$ cat config.mk
export PLATFORM = sky130hd
export DESIGN_NAME = i2c_bitbang_master_unit
export DESIGN_NICKNAME = d
export VERILOG_FILES = /design/src/design/i2cbb_pkg.sv /design/src/design/i2cbb_seq.sv /design/src/design/i2c_bitbang_master_unit.sv
export SDC_FILE = /design/constraint.sdc
export NUM_CORES = 1
export LEC_CHECK = 0
export ABC_AREA = 1
export BUFFER_PORTS_ARGS = -buffer_cell sky130_fd_sc_hd__buf_2
export CAP_MARGIN = 20
export CORE_ASPECT_RATIO = 0.8
export CORE_MARGIN = 5
export CORE_UTILIZATION = 55
export DETAILED_ROUTE_END_ITERATION = 6
export GPL_TIMING_DRIVEN = 0
export PLACE_DENSITY = 0.73
export SKIP_CTS_REPAIR_TIMING = 1
export SLEW_MARGIN = 20
export SYNTH_ARGS = -nofsm -noshare
export SYNTH_HDL_FRONTEND = slang
export SYNTH_SLANG_ARGS = --single-unit
$ cat constraint.sdc
create_clock -name aclk -period 2.65 [get_ports aclk]
set_clock_uncertainty 0.05 [all_clocks]
set_input_delay 0.1325 -clock aclk [delete_from_list [all_inputs] [get_ports aclk]]
set_output_delay 0.1325 -clock aclk [all_outputs]
set_load 0.005 [all_outputs]
$ cat src/design/i2cbb_pkg.sv
// Package with the shared types and constants of the I2C bit-bang master.
`timescale 1ns / 1ps

package i2cbb_pkg;

    // Command codes carried in the action field.
    localparam logic [2:0] ACT_TICK  = 3'd0;
    localparam logic [2:0] ACT_START = 3'd1;
    localparam logic [2:0] ACT_STOP  = 3'd2;
    localparam logic [2:0] ACT_WRITE = 3'd3;
    localparam logic [2:0] ACT_READ  = 3'd4;

    // Selects the bit that goes out first on a write.
    localparam logic [7:0] MSB_MASK = 8'h80;

    // Number of data bits in one byte transfer.
    localparam logic [3:0] BITS_PER_BYTE = 4'd8;

    // Line phases of the sequencer, one-hot coded.
    typedef enum logic [24:0] {
        PH_IDLE       = 25'h0000001,
        PH_STA_SCL_LO = 25'h0000002,
        PH_STA_SDA_HI = 25'h0000004,
        PH_STA_SCL_HI = 25'h0000008,
        PH_STA_SDA_LO = 25'h0000010,
        PH_STA_END    = 25'h0000020,
        PH_STO_SCL_LO = 25'h0000040,
        PH_STO_SDA_LO = 25'h0000080,
        PH_STO_SCL_HI = 25'h0000100,
        PH_STO_END    = 25'h0000200,
        PH_WR_SCL_LO  = 25'h0000400,
        PH_WR_SDA     = 25'h0000800,
        PH_WR_SCL_HI  = 25'h0001000,
        PH_WA_SCL_LO  = 25'h0002000,
        PH_WA_SDA_HI  = 25'h0004000,
        PH_WA_SAMPLE  = 25'h0008000,
        PH_WA_END     = 25'h0010000,
        PH_RD_SDA_HI  = 25'h0020000,
        PH_RD_SCL_LO  = 25'h0040000,
        PH_RD_SAMPLE  = 25'h0080000,
        PH_RA_SCL_LO  = 25'h0100000,
        PH_RA_SDA     = 25'h0200000,
        PH_RA_SCL_HI  = 25'h0400000,
        PH_RA_SCL_LO2 = 25'h0800000,
        PH_RA_END     = 25'h1000000
    } phase_t;

    // One input transaction as seen by the sequencer.
    typedef struct packed {
        logic [2:0] action;
        logic [7:0] write_byte;
        logic       read_is_last;
        logic       scl_level;
        logic       sda_level;
    } cmd_t;

    // One result transaction.
    typedef struct packed {
        logic       acknowledged;
        logic [7:0] read_byte;
        logic       done_res;
        logic       busy_res;
        logic       sda_drive;
        logic       scl_drive;
    } result_t;

endpackage

$ cat src/design/i2cbb_seq.sv
// Line sequencer of the I2C bit-bang master: one phase step per accepted transaction.
`timescale 1ns / 1ps

module i2cbb_seq (
    input  logic               aclk,
    input  logic               aresetn,
    input  logic               step_en,
    input  i2cbb_pkg::cmd_t    cmd,
    output i2cbb_pkg::result_t result
);

    i2cbb_pkg::phase_t phase_reg, phase_next;
    logic [3:0] bit_count_reg, bit_count_next;
    logic [7:0] shift_byte_reg, shift_byte_next;
    logic [2:0] command_kind_reg, command_kind_next;
    logic       nak_on_read_reg, nak_on_read_next;
    logic       scl_out_reg, scl_out_next;
    logic       sda_out_reg, sda_out_next;
    logic       ack_seen_reg, ack_seen_next;
    logic [7:0] read_hold_reg, read_hold_next;
    logic       done;
    logic [3:0] bit_count_inc;
    logic [7:0] shift_in;

    assign bit_count_inc = bit_count_reg + 4'd1;
    assign shift_in      = {shift_byte_reg[6:0], cmd.sda_level};

    // Next phase and line levels for one step.
    always_comb begin
        phase_next        = phase_reg;
        bit_count_next    = bit_count_reg;
        shift_byte_next   = shift_byte_reg;
        command_kind_next = command_kind_reg;
        nak_on_read_next  = nak_on_read_reg;
        scl_out_next      = scl_out_reg;
        sda_out_next      = sda_out_reg;
        ack_seen_next     = ack_seen_reg;
        read_hold_next    = read_hold_reg;
        done              = 1'b0;
        unique case (phase_reg)
            i2cbb_pkg::PH_IDLE: begin
                // Only a command leaves idle; it latches and changes no line.
                unique case (cmd.action)
                    i2cbb_pkg::ACT_START: begin
                        command_kind_next = cmd.action;
                        bit_count_next    = '0;
                        phase_next        = i2cbb_pkg::PH_STA_SCL_LO;
                    end
                    i2cbb_pkg::ACT_STOP: begin
                        command_kind_next = cmd.action;
                        bit_count_next    = '0;
                        phase_next        = i2cbb_pkg::PH_STO_SCL_LO;
                    end
                    i2cbb_pkg::ACT_WRITE: begin
                        command_kind_next = cmd.action;
                        bit_count_next    = '0;
                        shift_byte_next   = cmd.write_byte;
                        phase_next        = i2cbb_pkg::PH_WR_SCL_LO;
                    end
                    i2cbb_pkg::ACT_READ: begin
                        command_kind_next = cmd.action;
                        bit_count_next    = '0;
                        shift_byte_next   = '0;
                        nak_on_read_next  = cmd.read_is_last;
                        phase_next        = i2cbb_pkg::PH_RD_SDA_HI;
                    end
                    default: begin
                    end
                endcase
            end
            // Start condition.
            i2cbb_pkg::PH_STA_SCL_LO: begin
                scl_out_next = 1'b0;
                phase_next   = i2cbb_pkg::PH_STA_SDA_HI;
            end
            i2cbb_pkg::PH_STA_SDA_HI: begin
                sda_out_next = 1'b1;
                phase_next   = i2cbb_pkg::PH_STA_SCL_HI;
            end
            i2cbb_pkg::PH_STA_SCL_HI: begin
                scl_out_next = 1'b1;
                if (cmd.scl_level) begin
                    phase_next = i2cbb_pkg::PH_STA_SDA_LO;
                end
            end
            i2cbb_pkg::PH_STA_SDA_LO: begin
                sda_out_next = 1'b0;
                phase_next   = i2cbb_pkg::PH_STA_END;
            end
            i2cbb_pkg::PH_STA_END: begin
                scl_out_next = 1'b0;
                phase_next   = i2cbb_pkg::PH_IDLE;
                done         = 1'b1;
            end
            // Stop condition.
            i2cbb_pkg::PH_STO_SCL_LO: begin
                scl_out_next = 1'b0;
                phase_next   = i2cbb_pkg::PH_STO_SDA_LO;
            end
            i2cbb_pkg::PH_STO_SDA_LO: begin
                sda_out_next = 1'b0;
                phase_next   = i2cbb_pkg::PH_STO_SCL_HI;
            end
            i2cbb_pkg::PH_STO_SCL_HI: begin
                scl_out_next = 1'b1;
                if (cmd.scl_level) begin
                    phase_next = i2cbb_pkg::PH_STO_END;
                end
            end
            i2cbb_pkg::PH_STO_END: begin
                sda_out_next = 1'b1;
                phase_next   = i2cbb_pkg::PH_IDLE;
                done         = 1'b1;
            end
            // Write bits, MSB first; the byte rotates so the next bit sits on top.
            i2cbb_pkg::PH_WR_SCL_LO: begin
                scl_out_next = 1'b0;
                phase_next   = i2cbb_pkg::PH_WR_SDA;
            end
            i2cbb_pkg::PH_WR_SDA: begin
                sda_out_next    = (shift_byte_reg & i2cbb_pkg::MSB_MASK) != 8'd0;
                shift_byte_next = {shift_byte_reg[6:0], shift_byte_reg[7]};
                phase_next      = i2cbb_pkg::PH_WR_SCL_HI;
            end
            i2cbb_pkg::PH_WR_SCL_HI: begin
                scl_out_next = 1'b1;
                if (cmd.scl_level) begin
                    bit_count_next = bit_count_inc;
                    phase_next     = (bit_count_inc >= i2cbb_pkg::BITS_PER_BYTE) ?
                                     i2cbb_pkg::PH_WA_SCL_LO : i2cbb_pkg::PH_WR_SCL_LO;
                end
            end
            // Acknowledge from the slave.
            i2cbb_pkg::PH_WA_SCL_LO: begin
                scl_out_next = 1'b0;
                phase_next   = i2cbb_pkg::PH_WA_SDA_HI;
            end
            i2cbb_pkg::PH_WA_SDA_HI: begin
                sda_out_next = 1'b1;
                phase_next   = i2cbb_pkg::PH_WA_SAMPLE;
            end
            i2cbb_pkg::PH_WA_SAMPLE: begin
                scl_out_next = 1'b1;
                if (cmd.scl_level) begin
                    ack_seen_next = ~cmd.sda_level;
                    phase_next    = i2cbb_pkg::PH_WA_END;
                end
            end
            i2cbb_pkg::PH_WA_END: begin
                scl_out_next = 1'b0;
                phase_next   = i2cbb_pkg::PH_IDLE;
                done         = 1'b1;
            end
            // Read bits, sampled while the clock is high.
            i2cbb_pkg::PH_RD_SDA_HI: begin
                sda_out_next = 1'b1;
                phase_next   = i2cbb_pkg::PH_RD_SCL_LO;
            end
            i2cbb_pkg::PH_RD_SCL_LO: begin
                scl_out_next = 1'b0;
                phase_next   = i2cbb_pkg::PH_RD_SAMPLE;
            end
            i2cbb_pkg::PH_RD_SAMPLE: begin
                scl_out_next = 1'b1;
                if (cmd.scl_level) begin
                    shift_byte_next = shift_in;
                    bit_count_next  = bit_count_inc;
                    if (bit_count_inc >= i2cbb_pkg::BITS_PER_BYTE) begin
                        read_hold_next = shift_in;
                        phase_next     = i2cbb_pkg::PH_RA_SCL_LO;
                    end else begin
                        phase_next = i2cbb_pkg::PH_RD_SCL_LO;
                    end
                end
            end
            // Master ACK, or NAK on the last read.
            i2cbb_pkg::PH_RA_SCL_LO: begin
                scl_out_next = 1'b0;
                phase_next   = i2cbb_pkg::PH_RA_SDA;
            end
            i2cbb_pkg::PH_RA_SDA: begin
                sda_out_next = nak_on_read_reg;
                phase_next   = i2cbb_pkg::PH_RA_SCL_HI;
            end
            i2cbb_pkg::PH_RA_SCL_HI: begin
                scl_out_next = 1'b1;
                if (cmd.scl_level) begin
                    phase_next = i2cbb_pkg::PH_RA_SCL_LO2;
                end
            end
            i2cbb_pkg::PH_RA_SCL_LO2: begin
                scl_out_next = 1'b0;
                phase_next   = i2cbb_pkg::PH_RA_END;
            end
            i2cbb_pkg::PH_RA_END: begin
                sda_out_next = ~nak_on_read_reg;
                phase_next   = i2cbb_pkg::PH_IDLE;
                done         = 1'b1;
            end
            default: begin
                phase_next = i2cbb_pkg::PH_IDLE;
            end
        endcase
    end

    // Result of this step, taken by the output stage in the same cycle.
    always_comb begin
        result.scl_drive    = scl_out_next;
        result.sda_drive    = sda_out_next;
        result.busy_res     = (phase_next != i2cbb_pkg::PH_IDLE);
        result.done_res     = done;
        result.read_byte    = read_hold_next;
        result.acknowledged = ack_seen_next;
    end

    // State registers advance once per accepted transaction.
    always_ff @(posedge aclk) begin
        if (!aresetn) begin
            phase_reg        <= i2cbb_pkg::PH_IDLE;
            bit_count_reg    <= '0;
            shift_byte_reg   <= '0;
            command_kind_reg <= '0;
            nak_on_read_reg  <= 1'b0;
            scl_out_reg      <= 1'b1;
            sda_out_reg      <= 1'b1;
            ack_seen_reg     <= 1'b0;
            read_hold_reg    <= '0;
        end else if (step_en) begin
            phase_reg        <= phase_next;
            bit_count_reg    <= bit_count_next;
            shift_byte_reg   <= shift_byte_next;
            command_kind_reg <= command_kind_next;
            nak_on_read_reg  <= nak_on_read_next;
            scl_out_reg      <= scl_out_next;
            sda_out_reg      <= sda_out_next;
            ack_seen_reg     <= ack_seen_next;
            read_hold_reg    <= read_hold_next;
        end
    end

endmodule

$ cat src/design/i2c_bitbang_master_unit.sv
// Top level of the I2C bit-bang master: stream ports, sequencer and output skid stage.
//
// Channel  | Direction | Ports                             | Contents
// ---------+-----------+-----------------------------------+----------------------------------
// s_       | in        | tvalid tready tdata tuser tlast   | one command or tick per transaction
// m_       | out       | tvalid tready tdata tlast         | line levels and status, one per input
//
// Each accepted input transaction yields exactly one result, held in a register of the output stage.
// A new input transaction can be taken every cycle while s_tready is high; the phase step is a single pass of
// logic from the sequencer state registers to the result register.
// Reset (aresetn low at a clock edge) puts the sequencer in idle with both lines high
// and empties the output stage.
// Output stalls are absorbed by a two-entry output stage; s_tready drops only once both
// entries hold results that have not been taken.
`timescale 1ns / 1ps

module i2c_bitbang_master_unit (
    input  logic        aclk,
    input  logic        aresetn,
    input  logic        s_tvalid,
    output logic        s_tready,
    // [7:0] write_byte, [8] scl_level, [9] sda_level, [15:10] zero
    input  logic [15:0] s_tdata,
    // [2:0] action
    input  logic [2:0]  s_tuser,
    // read_is_last
    input  logic        s_tlast,
    output logic        m_tvalid,
    input  logic        m_tready,
    // [0] scl_drive, [1] sda_drive, [2] busy_res, [10:3] read_byte, [11] acknowledged,
    // [15:12] zero
    output logic [15:0] m_tdata,
    // done_res
    output logic        m_tlast
);

    i2cbb_pkg::cmd_t    cmd;
    i2cbb_pkg::result_t step_result;
    i2cbb_pkg::result_t out_data_reg, skid_data_reg;
    logic               out_valid_reg, skid_valid_reg;
    logic               s_accept;
    logic               m_accept;

    assign s_tready = ~skid_valid_reg;
    assign s_accept = s_tvalid & s_tready;
    assign m_accept = out_valid_reg & m_tready;

    // Unpack the input transaction.
    always_comb begin
        cmd.action       = s_tuser;
        cmd.write_byte   = s_tdata[7:0];
        cmd.read_is_last = s_tlast;
        cmd.scl_level    = s_tdata[8];
        cmd.sda_level    = s_tdata[9];
    end

    i2cbb_seq u_seq (
        .aclk    (aclk),
        .aresetn (aresetn),
        .step_en (s_accept),
        .cmd     (cmd),
        .result  (step_result)
    );

    // Output register with a skid entry behind it.
    always_ff @(posedge aclk) begin
        if (!aresetn) begin
            out_valid_reg  <= 1'b0;
            skid_valid_reg <= 1'b0;
        end else begin
            if (skid_valid_reg) begin
                if (m_accept) begin
                    out_valid_reg  <= 1'b1;
                    skid_valid_reg <= 1'b0;
                end
            end else if (s_accept) begin
                if (out_valid_reg && !m_tready) begin
                    skid_valid_reg <= 1'b1;
                end else begin
                    out_valid_reg <= 1'b1;
                end
            end else if (m_accept) begin
                out_valid_reg <= 1'b0;
            end
        end
    end

    // Payload moves with the valid bits above.
    always_ff @(posedge aclk) begin
        if (skid_valid_reg) begin
            if (m_accept) begin
                out_data_reg <= skid_data_reg;
            end
        end else if (s_accept) begin
            if (out_valid_reg && !m_tready) begin
                skid_data_reg <= step_result;
            end else begin
                out_data_reg <= step_result;
            end
        end
    end

    assign m_tvalid = out_valid_reg;
    assign m_tdata  = {4'b0000, out_data_reg.acknowledged, out_data_reg.read_byte,
                       out_data_reg.busy_res, out_data_reg.sda_drive, out_data_reg.scl_drive};
    assign m_tlast  = out_data_reg.done_res;

endmodule

=== Word level (Yosys, flattened, before mapping) ===
Index checks and enable logic that the tools add are counted.

* Register bits: 77
* Bits of input ports: 24
* Output and inout port bits: 19

* Add/subtract/negate cells: 1
* Order comparisons: 1
* Eq/ne operators: 37
* Mux-type cells: 37
* Bitwise gates (word level): 5
* Reduce and logical (&&, ||, !) cells: 19

{| class="wikitable"
|+ Operator list
! kind !! number
|-
| $pmux 25 s21 || 1
|-
| $mux 25 || 6
|-
| $pmux 25 s4 || 1
|-
| $mux 13 || 4
|-
| $mux 8 || 4
|-
| $eq 25x1->1 const B || 1
|-
| $eq 25x10->1 const B || 1
|-
| $eq 25x11->1 const B || 1
|-
| $eq 25x12->1 const B || 1
|-
| $eq 25x13->1 const B || 1
|-
| $eq 25x14->1 const B || 1
|-
| $eq 25x15->1 const B || 1
|-
| $eq 25x16->1 const B || 1
|-
| $eq 25x17->1 const B || 1
|-
| $eq 25x18->1 const B || 1
|-
| $eq 25x19->1 const B || 1
|-
| $eq 25x2->1 const B || 1
|-
| $eq 25x20->1 const B || 1
|-
| $eq 25x21->1 const B || 1
|-
| $eq 25x22->1 const B || 1
|-
| $eq 25x23->1 const B || 1
|-
| $eq 25x24->1 const B || 1
|-
| $eq 25x25->1 const B || 1
|-
| $eq 25x3->1 const B || 1
|-
| 36 further kinds || 65
|}

=== Logic depth before layout (Yosys ltp) ===
Gate-level depths: netlist of run 1.

* Depth in word-level cells: 9
* Depth in mapped cells: 14
* Gate-level depth less buffers: 14

=== Modules after synthesis ===
Synthesis of run 1 repeated with hierarchy kept, for this count alone.

* Cells, all modules: 654
* Area, all modules: 4,633.2 sq um

{| class="wikitable"
|+ Modules (own cells, without submodules)
! module !! instances !! cells each !! area an instance (sq um)
|-
| i2cbb_seq || 1 || 560 || 3,504.6
|-
| i2c_bitbang_master_unit || 1 || 94 || 1,128.6
|}

=== Least setup slack after synthesis of run 1 ===
OpenSTA, ideal clock, no wires.

* Path kind: reg-to-reg
* Start point: register skid_valid_reg
* End point: register out_data_reg, in the netlist m_tdata[0], enable pin
* Library setup time: 0.388 ns
* Arrival: 1.513 ns
* Path slack: 0.699 ns
* Stages on the path, launching flop included: 5
* Clock period less this slack: 1.951 ns
* Cell sequence: dfxtp_1 -> inv_1 -> nand2_1 -> clkbuf_1 -> a21oi_1

* Longest elaborated chain between the ends: 4
* Elaborated cells between the ends (all ways): 6
* Classes of those cells: eq/ne: 2; bitwise: 2; reduce/logical: 2

{| class="wikitable"
|+ Ends and longest elaborated chain
! what !! line !! text
|-
| from (decl) || i2c_bitbang_master_unit.sv:40 || <nowiki>logic out_valid_reg, skid_valid_reg;</nowiki>
|-
| from (signal assigned) || i2c_bitbang_master_unit.sv:69 || <nowiki>skid_valid_reg <= 1'b0;</nowiki>
|-
| from (signal assigned) || i2c_bitbang_master_unit.sv:74 || <nowiki>skid_valid_reg <= 1'b0;</nowiki>
|-
| from (signal assigned) || i2c_bitbang_master_unit.sv:78 || <nowiki>skid_valid_reg <= 1'b1;</nowiki>
|-
| $not 1->1 (no source line) || -- ||
|-
| $and 1x1->1 || i2c_bitbang_master_unit.sv:45 || <nowiki>assign s_accept = s_tvalid & s_tready;</nowiki>
|-
| $reduce_bool 2->1 (no source line) || -- ||
|-
| $reduce_and 3->1 (no source line) (*) || -- ||
|-
| to (signal assigned) || i2c_bitbang_master_unit.sv:92 || <nowiki>out_data_reg <= skid_data_reg;</nowiki>
|-
| to (signal assigned) || i2c_bitbang_master_unit.sv:98 || <nowiki>out_data_reg <= step_result;</nowiki>
|-
| to (decl) || i2c_bitbang_master_unit.sv:39 || <nowiki>i2cbb_pkg::result_t out_data_reg, skid_data_reg;</nowiki>
|}

Mark *: on every way between the ends. The rest lies on a longest branch, timed or not.
A chain may end at the register's enable or synchronous reset.

=== Worst setup path in the final report of run 1 ===
* Start point: register skid_valid_reg
* End point: register u_seq.phase_reg[17]

* Longest elaborated chain between the ends: 2

{| class="wikitable"
|+ Ends and longest elaborated chain
! what !! line !! text
|-
| $not 1->1 (no source line) || -- ||
|-
| $and 1x1->1 || i2c_bitbang_master_unit.sv:45 ||
|-
| to (signal assigned) || i2cbb_seq.sv:219 || <nowiki>phase_reg <= i2cbb_pkg::PH_IDLE;</nowiki>
|-
| to (signal assigned) || i2cbb_seq.sv:229 || <nowiki>phase_reg <= phase_next;</nowiki>
|-
| to (decl) || i2cbb_seq.sv:12 || <nowiki>i2cbb_pkg::phase_t phase_reg, phase_next;</nowiki>
|}

No other way between the ends.

==> results of run 1 <==
[worst paths after layout]
check | start | slack, ns | cells after the start | end
setup / recovery | skid_valid_reg | 0.27 | 6 | u_seq.phase_reg[17]
hold / removal | s_tlast | 0.02 | 3 | u_seq.nak_on_read_reg
setup reg to reg | skid_valid_reg | 0.27 | 6 | u_seq.phase_reg[17]
hold reg to reg | u_seq.sda_out_reg | 0.42 | 2 | u_seq.sda_out_reg
[critical path, delay by kind of cell, from the launching register on]
kind / cells / cell delay (ns)
flip-flops: 1 / 0.43
buffers and inverters: 3 / 1.25
AO/OA/AOI/OAI: 2 / 0.36
AND/OR/NAND/NOR: 1 / 0.19
[through the flow]
stage / total power [µW] / hold WS [ns] / cell area (µm²)
after CTS: 2680 / 0.0109 / 5110
after global routing: 2790 / 0.0317 / 5110
after floorplan: 1680 / 0.264 / 4630
final: 2680 / 0.0188 / 5110
after global placement: 1800 / 0.372 / 4920
after detailed placement: 1810 / 0.393 / 4920
[logic make-up (layout without fill, tap and decap cells)]
group                    after synthesis  count (layout)  synth area share
adder cells (fa/ha/maj)                1               1           0.00271
buffers and inverters                119             166             0.106
AO/OA/AOI/OAI                         96              96             0.121
AND/OR/NAND/NOR                      379             379             0.374
other                                  1               4          0.000813
XOR/XNOR                               2               2           0.00380
flip-flops                            77              77             0.390
[synth_stat cells (2+ instances only)]
cell,n
buf_4,5
buf_6,2
nand4_1,8
nor2_4,7
nand2_2,8
o21ai_2,7
nor4_1,2
inv_2,4
inv_1,87
nand3b_1,2
nor3_1,8
nand2_1,138
dfxtp_1,51
buf_2,6
o21ai_0,30
o21ai_1,2
nor2_8,3
a31oi_1,2
nand2_4,4
a31o_2,3
nand3_1,46
a21oi_1,39
nor2_1,137
nor2_2,13
edfxtp_1,26
clkbuf_1,14
a211oi_1,9
[metal layers]
layer  wire length (µm)  share of wire  track usage
met1               5740           0.46        0.352
met2               5410           0.43        0.386
met3               1160          0.093       0.0507
met4                208          0.017       0.0671
met5                  0              0            0
[area by class of cell]
type	instances	area [µm²]	area share
buffer	27	143	0.0279
clock buffer	11	153	0.0299
clock inverter	5	38.8	0.00759
inverter	92	348	0.0681
multi-input combinational	482	2340	0.457
sequential	77	1800	0.353
tap	108	135	0.0264
timing repair buffer	31	155	0.0304
[power by group through the flow]
stage	Sequential [µW]	Combinational, µW	Clock, µW
after detailed placement	1360	458	0
after CTS	1330	460	896
after global placement	1350	446	0
final	1330	466	881
after global routing	1340	518	934
after floorplan	1350	329	0
==> summary.md, run 1 <==
| Metric | Value |
|---|---|
| Number of buffers created by CTS | 9 |
| Total clock sinks | 77 |
| Die Area | 10300 µm² |
| Arrival @ worst endpoint | 2.61 ns |
| Number of antenna violations at the first check in global routing | 0 |
| Pin slew with the least headroom to its limit | 0.743 ns |
| Critical path data required time | 2.87 ns |
| Clock tree buffer depth | 2 |
| Largest net degree at the start of global routing | 15 |
| Starting DRC count in detailed routing | 531 |
| Root buffer cell | clkbuf_8 |
| Largest stage delay on the critical path | 0.54 ns |
| Crit path kind | reg2reg |
| Synthesis Warnings | 0 |
| Slowest-stage cell, CP | clkbuf_1 |
| Shortest clock period the worst path allows after layout | approximately 2.4 ns |
| Routability cong. | just over 0.9 |
| Unrepaired setup endpoints after global routing | no |
| Post-placement worst setup slack | 0.339 ns |
| TritonCTS clock tree | yes |
| Gr usage total | 0.248 |
| Portion of the clock cycle consumed by the worst path in the final layout | 0.900 |
| Clock latency at the later pin of the worst-skew pair | 0.36 ns |
| Library cell occupying the most area in the post-synthesis netlist | dfxtp_1 |
| Count of placed standard cells including taps | 817 |
| Largest fanout on the critical path | 10 |
| Clock transition time at the flip-flop clock pins of the worst setup and hold paths | 0.09 ns |
| Share of power burned in combinational logic | 0.174 |
| Layout cell share with drive strength beyond 1 | 0.154 |
| Number of enable flip-flop cells after synthesis | 26 |
| Final core occ | 0.635 |
| Standard-cell row count | 29 |
| Clock share of power | 0.329 |
| Most numerous cell on the critical path | clkbuf_1 |
| Achievable clock frequency | between 400 and 500 MHz |
| IO Port Bufs | 31 |
| Post-synthesis register bit count | 77 |
| Worst hold path type | in2reg |
| Share of async-settable or async-resettable flops after synthesis | 0 |
| Die Span X | around 110 µm |
| Setup Viol. Count Final | 0 |
| Final non-filler cell total | 833 |
| Routed vias/inst | 5.41 |
| Total DRC errors in the routed layout | 0 |
| Kind of start point of the critical path | register |
| Count of antenna-violating nets left after detailed routing | 0 |
| Final setup TNS | 0 ns |
| Htree depth | 3 |
| Most used flip-flop cell after synthesis | dfxtp_1 |
| Final wirelength | around 13000 µm |
| FILL cells | 782 |
| Final worst setup slack | 0.266 ns |
| Count of antenna diodes in the layout | 0 |
| Most common library cell in the layout ignoring fill and taps | nand2_1 |
| Run status | completed |
| Share of Yosys cell area claimed by the top area cell type | 0.221 |
| Number of library cell types mapped by synthesis | 39 |
| Cells traversed along the worst timing path | inv_1, nand2_1, clkbuf_1, clkbuf_1, a21oi_1, a211oi_1 |
| Cells after synthesis | 675 |
| Vias in the first global route | 4195 |
| Ratio of total power to cell area | 523 nW/µm² |
| Number of optimization iterations in the first detailed-route pass | 5 |
| Avg Cell Area, Syn | 6.84 µm² |
| Cell-internal power | 1840 µW |
| Final hold viol count | 0 |
| CP Capture Type | register |
| Via Count | about 4500 |
| Top area cells in the synthesized netlist | dfxtp_1 22%, edfxtp_1 17%, nand2_1 11% |
| Starting utilization of the core area | 0.573 |
| Core ar. | 8060 µm² |
| Worst rel slew slack | 0.505 |
| Total grt overflow | 0 |
| Layout net count | ~750 |
| Portion of the post-synthesis area used by sequential elements | 0.390 |
| Cell Area, Synth | 4610 µm² |
| Switching power share of the total | 0.312 |
| Average routed wire per standard cell | about 15 µm |
| Cell leakage power | 0.00235 µW |
| VDD IR-drop max | 0.000315 V |
| Power dissipated by switching net loads | 836 µW |
| Final slew viol count | 0 |
| Num ports | 43 |
| Leading cell types in the layout, fill and taps excluded | 138 x nand2_1, 137 x nor2_1, 87 x inv_1, 51 x dfxtp_1, 46 x nand3_1 |
| Sequential share of power | 0.496 |
| Overall die height | 91.9 µm |
| Max-cap check violation count | 0 |
| Area added between synthesis and finish | 10.8% |
| Flip-flop count of the largest register after layout | 25 |
| Placed wire-length estimate | 9470 µm |
| Wire length of the first global-routing pass | 20600 µm |
Power figures use the tool's default switching activity.
==> inputs of run 2 (changes only) <==
--- a/config.mk
+++ b/config.mk
@@ -10,10 +10,10 @@
 export CAP_MARGIN = 20
 export CORE_ASPECT_RATIO = 0.8
 export CORE_MARGIN = 5
-export CORE_UTILIZATION = 55
+export CORE_UTILIZATION = 47
 export DETAILED_ROUTE_END_ITERATION = 6
 export GPL_TIMING_DRIVEN = 0
-export PLACE_DENSITY = 0.73
+export PLACE_DENSITY = 0.64
 export SKIP_CTS_REPAIR_TIMING = 1
 export SLEW_MARGIN = 20
 export SYNTH_ARGS = -nofsm -noshare
==> run 2 against run 1 <==
- sequential cell count did not move
- sequential power barely moved
- worst hold slack improved by 0.020 ns
==> summary.md, run 2 (same netlist as run 1, synthesis figures left out) <==
| Metric | Value |
|---|---|
| Wire length of the first global-routing pass | slightly above 20000 µm |
| Smallest hold slack | 0.0387 ns |
| Layout cell share with drive strength beyond 1 | 0.156 |
| Achievable clock frequency | roughly 420 MHz |
| Unrepaired setup endpoints after global routing | no |
| Count of placed standard cells including taps | 828 |
| Final non-filler cell total | between 800 and 900 |
| Clock tree buffer depth | 2 |
| Layout net count | 745 |
| Shortest clock period the worst path allows after layout | 2.36 ns |
| Largest net degree at the start of global routing | 15 |
| Switching power share of the total | 0.271 |
| Starting DRC count in detailed routing | 440 |
| Via Count | ~4400 |
| Average routed wire per standard cell | 15.4 µm |
| Crit path kind | reg2reg |
| Sequential share of power | 0.410 |
| Kind of start point of the critical path | register |
| Cells traversed along the worst timing path | inv_1, nand2_1, inv_1, clkbuf_1, nand2_1, inv_1 |
| Slowest-stage cell, CP | inv_1 |
| Starting utilization of the core area | 0.480 |
| IO Port Bufs | 31 |
| Number of buffers created by CTS | 9 |
| Area added between synthesis and finish | 14.4% |
| Final slew viol count | 0 |
| Sequential cell area | 1800 µm² |
| Overall die height | between 90 and 100 µm |
| Clock share of power | 0.446 |
| Number of antenna violations at the first check in global routing | 0 |
| Final setup TNS | 0 ns |
| Die Span X | 121 µm |
| CP top delay family | buffers and inverters |
| Total buffers and inverters traversed by the critical path | 4 |
| Portion of the clock cycle consumed by the worst path in the final layout | 0.889 |
| Clock transition time at the flip-flop clock pins of the worst setup and hold paths | around 0.060 ns |
| Run status | completed |
| Num ports | 43 |
| Worst rel slew slack | 0.448 |
| Standard-cell row count | 32 |
| Leading cell types in the layout, fill and taps excluded | 138 x nand2_1, 137 x nor2_1, 87 x inv_1, 51 x dfxtp_1, 46 x nand3_1 |
| Root buffer cell | clkbuf_16 |
| Setup Viol. Count Final | 0 |
| Cell leakage power | 0.00243 µW |
| VDD IR-drop max | between 0.0003 and 0.0004 V |
| Routed vias/inst | 5.27 |
| Count of antenna diodes in the layout | 0 |
| Count of antenna-violating nets left after detailed routing | 0 |
| Worst hold path type | in2reg |
| Internal reg-to-reg setup slack | 0.29 ns |
| Routability cong. | 0.925 |
| Largest fanout on the critical path | 13 |
| Share of power burned in combinational logic | 0.144 |
| Vias in the first global route | 4116 |
| Cell-internal power | approximately 2400 µW |
| Ratio of total power to cell area | 614 nW/µm² |
| Most numerous cell on the critical path | inv_1 |
| Arrival @ worst endpoint | approximately 2.3 ns |
| Final hold viol count | 0 |
| Most common library cell in the layout ignoring fill and taps | nand2_1 |
| Final wirelength | 13000 µm |
| Total clock sinks | 77 |
| Critical path data required time | approximately 2.6 ns |
| Htree depth | 3 |
| Placed wire-length estimate | 9650 µm |
| Multi-input gate area in the final layout | 2340 µm² |
| Flip-flop count of the largest register after layout | 25 |
| Total DRC errors in the routed layout | 0 |
| CP Capture Type | register |
| Core ar. | around 9600 µm² |
| TritonCTS clock tree | yes |
| Die Area | 11900 µm² |
| Largest stage delay on the critical path | 0.46 ns |
| FILL cells | 976 |
| Number of optimization iterations in the first detailed-route pass | 5 |
| Clock latency at the later pin of the worst-skew pair | 0.34 ns |
| Gr usage total | 0.222 |
| Total grt overflow | 0 |
| Max-cap check violation count | 0 |
| Pin slew with the least headroom to its limit | around 0.83 ns |
| Power dissipated by switching net loads | 880 µW |
run 2: layout make-up:
class / instances / area share
multi-input combinational: 482 / 0.443
sequential: 77 / 0.341
inverter: 92 / 0.0659
clock buffer: 9 / 0.0427
timing repair buffer: 31 / 0.0294
tap: 119 / 0.0282
buffer: 27 / 0.0270
clock inverter: 7 / 0.0228
run 2: path summary, 6_finish.rpt:
| kind | start | end | cells after the start |
|---|---|---|---|
| worst max-delay path | skid_valid_reg | skid_data_reg[2] | 6 |
| worst min-delay path | m_tready | skid_valid_reg | 4 |
| worst max register to register | skid_valid_reg | skid_data_reg[2] | 6 |
| worst min register to register | u_seq.nak_on_read_reg | u_seq.nak_on_read_reg | 2 |
run 2: power groups by stage:
stage | sequential (µW) | combinational [µW] | clock (µW)
finish | 1330 | 466 | 1450
global route | 1330 | 518 | 1510
CTS | 1330 | 463 | 1460
detailed placement | 1350 | 460 | 0
global placement | 1350 | 453 | 0
floorplan | 1350 | 329 | 0
run 2: worst min-delay path, cell delays in order:
cell and delay (ns):
buf_2 0.09, nand2_1 0.05, nand2_1 0.05, a21oi_1 0.06
run 2: per-layer routing:
layer | track usage | wire length [µm] | vias up
met5 | 0 | 0 | -
met1 | 0.334 | 6440 | 2033
met4 | 0.0767 | 240 | 0
met3 | 0.0459 | 929 | 16
li1 | - | - | 2239
met2 | 0.314 | 5370 | 156
run 2: metrics by stage:
stage | util | worst slack, ns | cell area, µm² | total power, µW
finish | 0.549 | 0.295 | 5280 | 3240
global route | 0.549 | 0.0940 | 5280 | 3360
CTS | 0.549 | 0.321 | 5280 | 3250
detailed placement | 0.513 | 0.329 | 4930 | 1810
global placement | 0.513 | 0.0429 | 4930 | 1810
floorplan | - | 0.699 | 4630 | 1680
